--- src/hdl/bffa_pkg.sv ---
// ============================================================================
// bffa_pkg
// Shared types and constants of the bitmap first-fit allocator: field widths,
// operation codes, controller states and the controller/datapath link.
// ============================================================================
package bffa_pkg;

   // field widths
   localparam int OP_W    = 2;
   localparam int START_W = 10;
   localparam int LEN_W   = 11;
   localparam int POS_W   = 10;
   localparam int ACT_W   = 8;
   localparam int BYTE_W  = 8;

   // bit layout of one map byte: unit 0 of a byte sits in the msb
   localparam int BYTE_SHIFT = 3;
   localparam int TOP_BIT    = 7;

   // active byte count after reset
   localparam logic [ACT_W-1:0] ACT_RESET = 8'd128;

   // operation codes
   typedef logic [OP_W-1:0] op_type;
   localparam op_type OP_SEARCH = 2'd0;
   localparam op_type OP_ALLOC  = 2'd1;
   localparam op_type OP_FREE   = 2'd2;

   typedef enum logic [2:0] {
      ST_CLEAR,
      ST_IDLE,
      ST_START,
      ST_RUN,
      ST_FINISH
   } state_type;

   // controller to datapath
   typedef struct packed {
      logic load;     // latch the request and set up the walk
      logic read;     // read the byte at the walk address
      logic proc;     // work on the byte read last cycle
      logic clear;    // write zero at the walk address
      logic finish;   // load the response register
   } cmd_type;

   // datapath to controller
   typedef struct packed {
      logic empty;       // request touches no byte
      logic scan_done;   // byte in work is the last one, or search hit
      logic clear_last;  // clearing pass is at the top byte
      logic out_busy;    // response register still holds an untaken response
   } status_type;

endpackage

--- src/hdl/bffa_if.sv ---
// ============================================================================
// bffa_if
// Valid/ready channels of the bitmap first-fit allocator: request, response
// and register write.
// ============================================================================
interface bffa_req_if;
   import bffa_pkg::*;
   logic                 valid;
   logic                 ready;
   logic [OP_W-1:0]      op;
   logic [START_W-1:0]   start_index;
   logic [LEN_W-1:0]     run_length;

   modport source (output valid, output op, output start_index, output run_length,
                   input ready);
   modport sink   (input valid, input op, input start_index, input run_length,
                   output ready);
endinterface

interface bffa_rsp_if;
   import bffa_pkg::*;
   logic               valid;
   logic               ready;
   logic               found;
   logic [POS_W-1:0]   position;

   modport source (output valid, output found, output position, input ready);
   modport sink   (input valid, input found, input position, output ready);
endinterface

interface bffa_csr_if;
   import bffa_pkg::*;
   logic               valid;
   logic               ready;
   logic [ACT_W-1:0]   active_bytes;

   modport source (output valid, output active_bytes, input ready);
   modport sink   (input valid, input active_bytes, output ready);
endinterface

--- src/hdl/bffa_ctrl.sv ---
// ============================================================================
// bffa_ctrl
// Controller of the allocator: clearing pass, request accept, byte walk
// sequencing and response hand-off.
// ============================================================================
module bffa_ctrl (
   input  logic                   clock,
   input  logic                   reset,
   input  logic                   req_valid,
   output logic                   req_ready,
   output bffa_pkg::cmd_type      cmd,
   input  bffa_pkg::status_type   status
);
   import bffa_pkg::*;

   state_type state_ff, state_in;

   always_ff @(posedge clock) begin
      if (reset) begin
         state_ff <= ST_CLEAR;
      end else begin
         state_ff <= state_in;
      end
   end

   always_comb begin
      state_in  = state_ff;
      cmd       = '0;
      req_ready = 1'b0;
      unique case (state_ff)
         ST_CLEAR: begin
            cmd.clear = 1'b1;
            if (status.clear_last) begin
               state_in = ST_IDLE;
            end
         end
         ST_IDLE: begin
            req_ready = 1'b1;
            if (req_valid) begin
               cmd.load = 1'b1;
               state_in = ST_START;
            end
         end
         ST_START: begin
            if (status.empty) begin
               state_in = ST_FINISH;
            end else begin
               cmd.read = 1'b1;
               state_in = ST_RUN;
            end
         end
         ST_RUN: begin
            cmd.proc = 1'b1;
            if (status.scan_done) begin
               state_in = ST_FINISH;
            end else begin
               cmd.read = 1'b1;
            end
         end
         ST_FINISH: begin
            if (!status.out_busy) begin
               cmd.finish = 1'b1;
               state_in   = ST_IDLE;
            end
         end
         default: begin
            state_in = ST_CLEAR;
         end
      endcase
   end

endmodule

--- src/hdl/bffa_dp.sv ---
// ============================================================================
// bffa_dp
// Datapath of the allocator: bitmap memory, walk address, run counter,
// range masking, active size register and response register.
// ============================================================================
module bffa_dp #(
   parameter int MAP_BYTES = 128
) (
   input  logic                           clock,
   input  logic                           reset,
   input  bffa_pkg::cmd_type              cmd,
   output bffa_pkg::status_type           status,
   input  logic [bffa_pkg::OP_W-1:0]      req_op,
   input  logic [bffa_pkg::START_W-1:0]   req_start_index,
   input  logic [bffa_pkg::LEN_W-1:0]     req_run_length,
   input  logic                           csr_valid,
   input  logic [bffa_pkg::ACT_W-1:0]     csr_active_bytes,
   output logic                           rsp_valid,
   input  logic                           rsp_ready,
   output logic                           rsp_found,
   output logic [bffa_pkg::POS_W-1:0]     rsp_position
);
   import bffa_pkg::*;

   localparam int AW  = (MAP_BYTES > 1) ? $clog2(MAP_BYTES) : 1;
   localparam int BW  = $clog2(MAP_BYTES + 1);
   localparam int UW  = BW + BYTE_SHIFT;
   localparam int EW  = (UW > LEN_W + 1) ? UW : LEN_W + 1;
   localparam int IW  = AW + BYTE_SHIFT;
   localparam int PW  = (IW > POS_W) ? IW : POS_W;
   localparam logic [AW-1:0] ADDR_TOP = AW'(MAP_BYTES - 1);

   logic [BYTE_W-1:0] mem [MAP_BYTES];

   logic [ACT_W-1:0]  active_ff, active_in;
   op_type            op_ff, op_in;
   logic [EW-1:0]     start_ff, start_in;
   logic [EW-1:0]     end_ff, end_in;
   logic [LEN_W-1:0]  len_ff, len_in;
   logic              empty_ff, empty_in;
   logic [AW-1:0]     addr_ff, addr_in;
   logic [AW-1:0]     last_ff, last_in;
   logic [AW-1:0]     proc_ff, proc_in;
   logic [BYTE_W-1:0] rdata_ff;
   logic [LEN_W-1:0]  count_ff, count_in;
   logic              hit_ff, hit_in;
   logic [POS_W-1:0]  pos_ff, pos_in;
   logic              rsp_valid_ff, rsp_valid_in;
   logic              rsp_found_ff, rsp_found_in;
   logic [POS_W-1:0]  rsp_pos_ff, rsp_pos_in;

   // request decode
   logic [EW-1:0]     act_bytes, units, start_e, len_e, end_raw, end_c;
   logic              empty_load;
   logic [AW-1:0]     first_load, last_load;

   // byte work
   logic [LEN_W-1:0]  cnt_v;
   logic              hit_v;
   logic [POS_W-1:0]  pos_v;
   logic [BYTE_W-1:0] new_byte;
   logic [IW-1:0]     unit_idx;
   logic              in_rng;
   logic              is_update;
   logic              mem_we;
   logic [AW-1:0]     mem_waddr;
   logic [BYTE_W-1:0] mem_wdata;

   always_comb begin
      act_bytes = (EW'(active_ff) > EW'(MAP_BYTES)) ? EW'(MAP_BYTES) : EW'(active_ff);
      units     = act_bytes << BYTE_SHIFT;
      start_e   = EW'(req_start_index);
      len_e     = EW'(req_run_length);
      end_raw   = start_e + len_e;
      end_c     = (end_raw > units) ? units : end_raw;
      unique case (req_op)
         OP_SEARCH: begin
            empty_load = (len_e == '0) || (len_e > units);
            first_load = '0;
            last_load  = AW'(act_bytes - EW'(1));
         end
         OP_ALLOC, OP_FREE: begin
            empty_load = (start_e >= end_c);
            first_load = AW'(start_e >> BYTE_SHIFT);
            last_load  = AW'((end_c - EW'(1)) >> BYTE_SHIFT);
         end
         default: begin
            empty_load = 1'b1;
            first_load = '0;
            last_load  = '0;
         end
      endcase
   end

   // one byte of the walk, msb first
   always_comb begin
      cnt_v     = count_ff;
      hit_v     = hit_ff;
      pos_v     = pos_ff;
      new_byte  = rdata_ff;
      unit_idx  = '0;
      in_rng    = 1'b0;
      is_update = (op_ff == OP_ALLOC) || (op_ff == OP_FREE);
      for (int b = 0; b <= TOP_BIT; b++) begin
         unit_idx = {proc_ff, 3'(b)};
         if (!hit_v) begin
            if (rdata_ff[TOP_BIT - b]) begin
               cnt_v = '0;
            end else begin
               cnt_v = cnt_v + LEN_W'(1);
            end
            if (cnt_v == len_ff) begin
               hit_v = 1'b1;
               pos_v = POS_W'(PW'(unit_idx)) + POS_W'(1) - POS_W'(len_ff);
            end
         end
         in_rng = (EW'(unit_idx) >= start_ff) && (EW'(unit_idx) < end_ff);
         if (in_rng) begin
            new_byte[TOP_BIT - b] = (op_ff == OP_ALLOC);
         end
      end
   end

   always_comb begin
      active_in    = csr_valid ? csr_active_bytes : active_ff;
      op_in        = op_ff;
      start_in     = start_ff;
      end_in       = end_ff;
      len_in       = len_ff;
      empty_in     = empty_ff;
      addr_in      = addr_ff;
      last_in      = last_ff;
      proc_in      = proc_ff;
      count_in     = count_ff;
      hit_in       = hit_ff;
      pos_in       = pos_ff;
      rsp_found_in = rsp_found_ff;
      rsp_pos_in   = rsp_pos_ff;
      rsp_valid_in = rsp_valid_ff && !rsp_ready;

      if (cmd.load) begin
         op_in    = req_op;
         start_in = start_e;
         end_in   = end_c;
         len_in   = req_run_length;
         empty_in = empty_load;
         addr_in  = first_load;
         last_in  = last_load;
         count_in = '0;
         hit_in   = 1'b0;
         pos_in   = '0;
      end
      if (cmd.read || cmd.clear) begin
         addr_in = addr_ff + AW'(1);
      end
      if (cmd.read) begin
         proc_in = addr_ff;
      end
      if (cmd.proc && (op_ff == OP_SEARCH)) begin
         count_in = cnt_v;
         hit_in   = hit_v;
         pos_in   = pos_v;
      end
      if (cmd.finish) begin
         rsp_valid_in = 1'b1;
         rsp_found_in = hit_ff;
         rsp_pos_in   = hit_ff ? pos_ff : '0;
      end
   end

   always_ff @(posedge clock) begin
      if (reset) begin
         active_ff    <= ACT_RESET;
         addr_ff      <= '0;
         rsp_valid_ff <= 1'b0;
      end else begin
         active_ff    <= active_in;
         addr_ff      <= addr_in;
         rsp_valid_ff <= rsp_valid_in;
      end
   end

   always_ff @(posedge clock) begin
      op_ff        <= op_in;
      start_ff     <= start_in;
      end_ff       <= end_in;
      len_ff       <= len_in;
      empty_ff     <= empty_in;
      last_ff      <= last_in;
      proc_ff      <= proc_in;
      count_ff     <= count_in;
      hit_ff       <= hit_in;
      pos_ff       <= pos_in;
      rsp_found_ff <= rsp_found_in;
      rsp_pos_ff   <= rsp_pos_in;
   end

   // bitmap memory: one write port, one registered read port
   assign mem_we    = cmd.clear || (cmd.proc && is_update);
   assign mem_waddr = cmd.clear ? addr_ff : proc_ff;
   assign mem_wdata = cmd.clear ? '0 : new_byte;

   always_ff @(posedge clock) begin
      if (mem_we) begin
         mem[mem_waddr] <= mem_wdata;
      end
   end

   always_ff @(posedge clock) begin
      if (cmd.read) begin
         rdata_ff <= mem[addr_ff];
      end
   end

   always_comb begin
      status.empty      = empty_ff;
      status.scan_done  = (proc_ff == last_ff) || ((op_ff == OP_SEARCH) && hit_v);
      status.clear_last = (addr_ff == ADDR_TOP);
      status.out_busy   = rsp_valid_ff && !rsp_ready;
   end

   assign rsp_valid    = rsp_valid_ff;
   assign rsp_found    = rsp_found_ff;
   assign rsp_position = rsp_pos_ff;

endmodule

--- src/hdl/bitmap_first_fit_allocator.sv ---
// ============================================================================
// bitmap_first_fit_allocator
// Allocation bitmap with first-fit free run search and range allocate/free.
// ============================================================================
// The map holds MAP_BYTES bytes, one bit per unit, 1 meaning allocated; unit
// 0 is the msb of byte 0. Only the first min(active_bytes, MAP_BYTES) bytes
// take part. A search request (op 0) answers the lowest start of a free run of
// run_length units, or found 0 / position 0 when there is none, the length is
// zero or the length exceeds the active size. An allocate (op 1) or free (op
// 2) request sets or clears units start_index .. start_index+run_length-1,
// dropping units past the active end, and answers found 0 / position 0, as
// does op 3. Every request gets exactly one response. One request is worked at
// a time; the walk reads one map byte per cycle through the single read port
// of the bitmap memory. The bytes walked are, for a search, the bytes up
// to and including the one where the run completes (all active bytes when
// none does), for an update the bytes the clipped range touches, and none for
// a request that touches nothing. A new request can be accepted while the
// previous response still waits in the response register. After reset a
// clearing pass writes the map to all free, during which no request is
// accepted; register writes are always taken and must only come while the
// block is idle.
module bitmap_first_fit_allocator #(
   parameter int MAP_BYTES = 128
) (
   input  logic            clock,
   input  logic            reset,
   bffa_req_if.sink        req_if,
   bffa_rsp_if.source      rsp_if,
   bffa_csr_if.sink        csr_if
);
   import bffa_pkg::*;

   cmd_type    cmd;
   status_type status;

   // the size register is always writable
   assign csr_if.ready = 1'b1;

   // sequencing: clearing pass, accept, walk, response hand-off
   bffa_ctrl u_ctrl (
      .clock     (clock),
      .reset     (reset),
      .req_valid (req_if.valid),
      .req_ready (req_if.ready),
      .cmd       (cmd),
      .status    (status)
   );

   // bitmap memory, run counter, range masks and response register
   bffa_dp #(
      .MAP_BYTES (MAP_BYTES)
   ) u_dp (
      .clock            (clock),
      .reset            (reset),
      .cmd              (cmd),
      .status           (status),
      .req_op           (req_if.op),
      .req_start_index  (req_if.start_index),
      .req_run_length   (req_if.run_length),
      .csr_valid        (csr_if.valid),
      .csr_active_bytes (csr_if.active_bytes),
      .rsp_valid        (rsp_if.valid),
      .rsp_ready        (rsp_if.ready),
      .rsp_found        (rsp_if.found),
      .rsp_position     (rsp_if.position)
   );

endmodule
--- src/flat_wrapper.sv ---
// flat-port wrapper written by rule: the top's interface ports become plain ports
module bitmap_first_fit_allocator_flat import bffa_pkg::*;
#(
   parameter int MAP_BYTES = 128
)
  (clock, reset, req_if_valid, req_if_op, req_if_start_index, req_if_run_length, req_if_ready, rsp_if_valid, rsp_if_found, rsp_if_position, rsp_if_ready, csr_if_valid, csr_if_active_bytes, csr_if_ready);
  bffa_req_if req_if_i ();
  bffa_rsp_if rsp_if_i ();
  bffa_csr_if csr_if_i ();
  input  logic clock;
  input  logic reset;
  input wire logic [$bits(req_if_i.valid)-1:0] req_if_valid;
  input wire logic [$bits(req_if_i.op)-1:0] req_if_op;
  input wire logic [$bits(req_if_i.start_index)-1:0] req_if_start_index;
  input wire logic [$bits(req_if_i.run_length)-1:0] req_if_run_length;
  output wire logic [$bits(req_if_i.ready)-1:0] req_if_ready;
  output wire logic [$bits(rsp_if_i.valid)-1:0] rsp_if_valid;
  output wire logic [$bits(rsp_if_i.found)-1:0] rsp_if_found;
  output wire logic [$bits(rsp_if_i.position)-1:0] rsp_if_position;
  input wire logic [$bits(rsp_if_i.ready)-1:0] rsp_if_ready;
  input wire logic [$bits(csr_if_i.valid)-1:0] csr_if_valid;
  input wire logic [$bits(csr_if_i.active_bytes)-1:0] csr_if_active_bytes;
  output wire logic [$bits(csr_if_i.ready)-1:0] csr_if_ready;
  assign req_if_i.valid = req_if_valid;
  assign req_if_i.op = req_if_op;
  assign req_if_i.start_index = req_if_start_index;
  assign req_if_i.run_length = req_if_run_length;
  assign req_if_ready = req_if_i.ready;
  assign rsp_if_valid = rsp_if_i.valid;
  assign rsp_if_found = rsp_if_i.found;
  assign rsp_if_position = rsp_if_i.position;
  assign rsp_if_i.ready = rsp_if_ready;
  assign csr_if_i.valid = csr_if_valid;
  assign csr_if_i.active_bytes = csr_if_active_bytes;
  assign csr_if_ready = csr_if_i.ready;
  bitmap_first_fit_allocator #(.MAP_BYTES(MAP_BYTES)) u_core (.clock(clock), .reset(reset), .req_if(req_if_i), .rsp_if(rsp_if_i), .csr_if(csr_if_i));
endmodule
--- config.mk ---
export PLATFORM = sky130hd
export DESIGN_NAME = bitmap_first_fit_allocator_flat
export DESIGN_NICKNAME = d
export VERILOG_FILES = /design/src/hdl/bffa_pkg.sv /design/src/hdl/bffa_if.sv /design/src/hdl/bffa_ctrl.sv /design/src/hdl/bffa_dp.sv /design/src/hdl/bitmap_first_fit_allocator.sv /design/src/flat_wrapper.sv
export SDC_FILE = /design/constraint.sdc
export NUM_CORES = 2
export LEC_CHECK = 0
export BUFFER_PORTS_ARGS = -buffer_cell sky130_fd_sc_hd__buf_2
export CAP_MARGIN = 20
export CORE_MARGIN = 2
export CORE_UTILIZATION = 45
export CTS_CLUSTER_SIZE = 14
export DETAILED_ROUTE_END_ITERATION = 8
export GPL_TIMING_DRIVEN = 0
export PLACE_DENSITY = 0.61
export SLEW_MARGIN = 20
export SYNTH_ARGS = -nofsm -noshare
export SYNTH_HDL_FRONTEND = slang
export SYNTH_HIERARCHICAL = 1
export SYNTH_SLANG_ARGS = --single-unit
--- constraint.sdc ---
create_clock -name clock -period 21.3 [get_ports clock]
set_clock_uncertainty 0.2 [all_clocks]
set_input_delay 2.13 -clock clock [delete_from_list [all_inputs] [get_ports clock]]
set_output_delay 2.13 -clock clock [all_outputs]
set_load 0.01 [all_outputs]
### Word level (Yosys, flattened, before mapping)

Memory sizes are Yosys's and may differ from the RTL's. A register that Yosys moved wholly into a read port is not among the register bits.
Index checks and enable logic that the tools add are counted.
Widths: inputs -> output; s select.

| storage, ports and cells | value |
|---|---|
| input port bits | 36 |
| output and inout port bits | 14 |
| memory bits (writable) | 1024 |
| flip-flop bits (word level) | 102 |
| logic and storage cells | 211 |
| memories kept | 1 |

| cells by class | value |
|---|---|
| equality and inequality tests | 22 |
| multiplexer cells | 98 |
| add/sub/neg operators | 28 |
| reductions and logical operators | 26 |
| order comparisons | 20 |

Memories:

| memory | words | bits a word | read ports | clocked after Yosys merged registers in | wr ports | RTL line | text |
|---|---|---|---|---|---|---|---|
| u_core.u_dp.mem | 128 | 8 | 1 | 1 | 1 | bffa_dp.sv:33 | `logic [BYTE_W-1:0] mem [MAP_BYTES];` |

Operators by type and width:

| cell | count |
|---|---|
| $mux 11 | 26 |
| $mux 10 | 18 |
| $lt 10x12->1 | 8 |
| $add 11x1->11 const B | 8 |
| $eq 11x11->1 | 8 |
| $add 10x1->10 const B | 8 |
| $ge 10x10->1 | 8 |
| $sub 10x10->10 | 8 |
| $mux 1 | 38 |
| $mux 7 | 4 |
| $mux 8 | 2 |
| $mux 3 | 5 |
| $pmux 3 s5 | 1 |
| $pmux 7 s2 | 1 |
| $add 10x11->12 | 1 |
| $ge 10x12->1 | 1 |
| $gt 12x11->1 | 1 |
| $logic_and 1x1->1 | 12 |
| $mux 12 | 1 |
| $gt 11x11->1 | 1 |
| $logic_not 11->1 | 1 |
| $sub 10x1->10 const B | 1 |
| $gt 8x8->1 const B | 1 |
| $add 7x1->7 const B | 1 |
| 18 further kinds | 30 |

### Longest topological paths before layout

| logic depth | value |
|---|---|
| depth after elaboration | 40 |
| gate-level depth with buffers | 67 |
| mapped depth without buffers | 58 |

### Modules after synthesis

The synthesis kept the hierarchy.

By module, submodules not included:

| module | cells an instance | times used | sequential area each (um^2) | area an instance (um^2) |
|---|---|---|---|---|
| bffa_dp | 3710 | 1 | 33802.4 | 55201.7 |
| bffa_ctrl | 27 | 1 | 60.1 | 229.0 |
| bitmap_first_fit_allocator | 2 | 1 | 0.0 | 11.3 |

### Worst setup path before layout

OpenSTA, ideal clock, no wires.

| path | value |
|---|---|
| path type | reg-to-reg |
| from | reg u_core.u_dp.hit_ff |
| to | reg u_core.u_dp.addr_ff[0] |
| clock period less this slack | 14.277 ns |
| buffers on the path | 9 |
| data required time | 20.972 ns |
| data arrival time | 13.949 ns |
| library setup time | 0.128 ns |
| cell stages (with the launch flop) | 61 |
| path slack | 7.023 ns |
| path through | edfxtp_1 -> clkbuf_1 -> clkbuf_1 -> clkbuf_1 -> nand2_1 -> o21ai_0 -> ha_1 -> and2_1 -> a22o_1 -> nor3_1 -> xnor2_1 -> nand2_1 -> nor4b_1 -> and4_1 -> o211a_2 -> buf_2 -> a31oi_1 -> o21ai_1 -> (+25 left out) -> ha_1 -> a21boi_2 -> o211a_2 -> nand2_2 -> xor2_1 -> o22a_1 -> o2111a_1 -> o21ai_0 -> a21boi_1 -> a41o_1 -> mux2_4 -> nor3_1 -> nor2_1 -> clkbuf_1 -> nand3b_1 -> o21ai_0 -> a41oi_1 -> nor2_1 |

RTL lines:

| item | RTL line | text |
|---|---|---|
| start: declaration | bffa_dp.sv:46 | `logic hit_ff, hit_in;` |
| start signal: assignment | bffa_dp.sv:192 | `hit_ff <= hit_in;` |
| end signal: assignment | bffa_dp.sv:178 | `addr_ff <= addr_in;` |
| end: declaration | bffa_dp.sv:41 | `logic [AW-1:0] addr_ff, addr_in;` |

==> impl_metrics.env <==
export IMPL_cts_tree="built"
export IMPL_synth_fa_ha_area_frac=0.0222
export IMPL_worst_pin_slew_ns=1.24
export IMPL_clkSlewWorstSetupHoldPaths_ns=0.06
export IMPL_rows=128
export IMPL_ys_seq_elements=1134
export IMPL_syn_area_sq_um=55400
export IMPL_final_cell_mix="1,115 x edfxtp_1, 337 x mux4_2, 331 x nor2_1"
export IMPL_remaining_drc_errors=0
export IMPL_overflow=0
export IMPL_slew_headroom=0.160
export IMPL_rsz0062_at_grt="false"
export IMPL_grt_usage=0.252
export IMPL_drive_gt1_frac=0.190
export IMPL_cts_buffers=113
export IMPL_finalCritPeriodShare=0.831
export IMPL_clock_path_buffers=3
export IMPL_cts_sinks=1134
export IMPL_fin_setup_tns_ns=0
export IMPL_ctsHtreeMaxLevel=3
export IMPL_crit_path_frequent_cell="clkbuf_1"
export IMPL_cp_slowest_stage_delay_ns=0.59
export IMPL_r2r_slack_ns=3.60
export IMPL_clock_latency_ns=0.72
export IMPL_drt_total_wl_microns=161000
export IMPL_pre_cts_slack_ns=4.03
export IMPL_max_freq_mhz=56.5
export IMPL_ys_seq_area_frac=0.611
export IMPL_worstSetupPathType="reg -> reg"
export IMPL_final_common_cell="edfxtp_1"
export IMPL_hold_class="reg -> reg"
export IMPL_required_ns=21.63
export IMPL_finish_utilization=0.512
export IMPL_cpMaxStageDelayCell="or4_1"
export IMPL_area_growth_pct=12.6
export IMPL_cap_violations=0
export IMPL_via_per_inst=6.34
export IMPL_num_antenna_cells=0
export IMPL_holdWs_ns=0.239
export IMPL_powerDensity_nw_per_um2=76.2
export IMPL_fp_dieH_microns=355
export IMPL_setup_viol=0
export IMPL_grt_pass1_wl_microns=234000
export IMPL_cts_setup_buffers=0
export IMPL_nNetsFinal=4071
export IMPL_ir_drop_mv=0.0688
export IMPL_num_fill_cells=10200
export IMPL_avgSynthCellArea_sq_um=14.8
export IMPL_place_congestion=0.947
export IMPL_wl_per_cell_microns=28.3
export IMPL_grt_start_max_net_pins=53
export IMPL_synth_compound_area_share=0.0837
export IMPL_dp_hpwl_microns=115000
export IMPL_status="finished clean"
export IMPL_drt_iter0_drc=4572
export IMPL_dr_pass1_iters=8
export IMPL_cts_hold_buf=0
export IMPL_critPathCaptureType="flip-flop"
export IMPL_start_util=0.454
export IMPL_fp_dieW_microns=355
export IMPL_async_flop_share=0
export IMPL_seqCellArea_sq_um=33900
export IMPL_synthMuxAreaShare=0.149
export IMPL_fp_dieArea_sq_um=126000
export IMPL_ioPinCount=50
export IMPL_slew_violations=0
export IMPL_synth_edf_count=1115
export IMPL_startpoint_type="flip-flop"
export IMPL_yosys_area_share_simple=0.0924
export IMPL_place_port_buffers=47
export IMPL_critPathMaxFanout=10
export IMPL_multi_input_area_sq_um=20400
export IMPL_hold_viol=0
export IMPL_synth_warning_count=6
export IMPL_period_minus_slack_ns=17.70
export IMPL_drtAntennaViolNets=0
export IMPL_synth_fp_nets=3869
export IMPL_vias=35900
export IMPL_synth_cells=3739
export IMPL_cp_data_arrival_time_ns=18.03
export IMPL_setup_ws_ns=3.60
export IMPL_antenna_found_initial=4
export IMPL_synthXorXnorAreaFrac=0.0193
export IMPL_p_leak_nw=19.6
export IMPL_ys_flop_type="edfxtp_1"
export IMPL_synthDistinctLibCells=128
export IMPL_grt_pass1_vias=34200
export IMPL_ctsResizeCount=0
export IMPL_core_area_sq_um=122000
export IMPL_synth_top_family_by_area="multiplexers"
export IMPL_root_buffer="clkbuf_16"
-- sequential cells by signal (all words and copies together), names as in the netlist, 8 cells and up --
name and count:
u_core/u_dp/mem 1024, u_core/u_dp/end_ff 12, u_core/u_dp/count_ff 11, u_core/u_dp/len_ff 11, u_core/u_dp/pos_ff 10, u_core/u_dp/rsp_position 10
u_core/u_dp/start_ff 10, u_core/u_dp/active_ff 8, u_core/u_dp/rdata_ff 8
-- layout make-up --
class,count,area share
inverters,99,0.00595
well taps,1625,0.0326
clock buffers,134,0.0466
plain buffers,218,0.0147
clock inverters,80,0.0129
flip-flops and latches,1134,0.542
multi-input cells,2288,0.327
repair buffers,87,0.0180
-- cells in the mapped netlist, drive strengths merged, types with 10 or more instances --
cell | number | area, sq um
a211o | 11 | 96.3
a211oi | 41 | 340
a21o | 24 | 188
a21oi | 162 | 826
a22oi | 18 | 149
a31oi | 30 | 194
and2 | 39 | 246
and3 | 30 | 188
and4 | 16 | 140
buf | 69 | 323
clkbuf | 149 | 559
dfxtp | 19 | 380
edfxtp | 1115 | 33500
ha | 87 | 1090
inv | 96 | 360
mux2 | 17 | 195
mux2i | 44 | 469
mux4 | 337 | 7590
nand2 | 196 | 738
nand2b | 23 | 144
nand3 | 81 | 410
nand3b | 13 | 97.6
nand4 | 44 | 297
nor2 | 338 | 1270
nor2b | 36 | 225
nor3 | 87 | 478
nor4 | 27 | 221
o211a | 14 | 140
o211ai | 23 | 183
o21a | 20 | 150
o21ai | 127 | 639
o221ai | 10 | 100
o22a | 11 | 96.3
o22ai | 19 | 119
o31ai | 28 | 230
or2 | 17 | 106
or3 | 24 | 160
or4 | 16 | 124
xnor2 | 89 | 780
xor2 | 28 | 245
-- stage by stage --
step	total power, mW	instances	area (sq um)
after CTS	4.79	5663	62400
after floorplan	2.69	3739	55400
after global routing	4.89	5665	62400
final	4.76	5665	62400
after detailed placement	2.82	5449	58700
after global placement	2.82	5411	57700
-- routing by layer --
| metal | GRT usage | wire [microns] | vias to the layer above | share of wire |
|---|---|---|---|---|
| met5 | 0 | 27 | - | 0.00017 |
| met3 | 0.0501 | 15700 | 253 | 0.098 |
| li1 | - | - | 15400 | - |
| met1 | 0.369 | 67400 | 18400 | 0.42 |
| met4 | 0.0708 | 4700 | 4 | 0.029 |
| met2 | 0.387 | 72800 | 1857 | 0.45 |
-- cell families (layout without fill, tap and decap cells) --
family | Yosys count | after routing
AOI/OAI and AO/OA | 661 | 661
xor gates and xnor gates | 119 | 119
adders and majority gates | 94 | 94
buffers and inverters | 317 | 618
DFF | 1134 | 1134
muxes | 398 | 398
other | 2 | 2
and+or+nand+nor | 1014 | 1014
-- critical path, delay by kind of cell, from the launching register on --
kind	cells	cell delay, ns
flip-flops	1	0.55
AO/OA/AOI/OAI	18	5.07
adder cells (fa/ha/maj)	4	0.97
XOR/XNOR	3	0.55
multiplexers	2	0.55
buffers and inverters	11	4.20
AND/OR/NAND/NOR	22	5.41
-- worst paths after layout --
path,start,end,cells past startpoint
worst max register to register,u_core/u_dp/hit_ff,u_core/u_dp/addr_ff[3],60
worst min register to register,u_core/u_dp/addr_ff[2],u_core/u_dp/proc_ff[2],0
worst min-delay path,u_core/u_dp/addr_ff[2],u_core/u_dp/proc_ff[2],0
worst max-delay path,u_core/u_dp/hit_ff,u_core/u_dp/addr_ff[3],60
-- power breakdown --
group | internal [mW] | switching [mW] | total (mW)
sequential | 2.43 | 0.00269 | 2.43
combinational | 0.146 | 0.202 | 0.348
clock | 1.13 | 0.855 | 1.98
(Power assumes the default switching activity.)
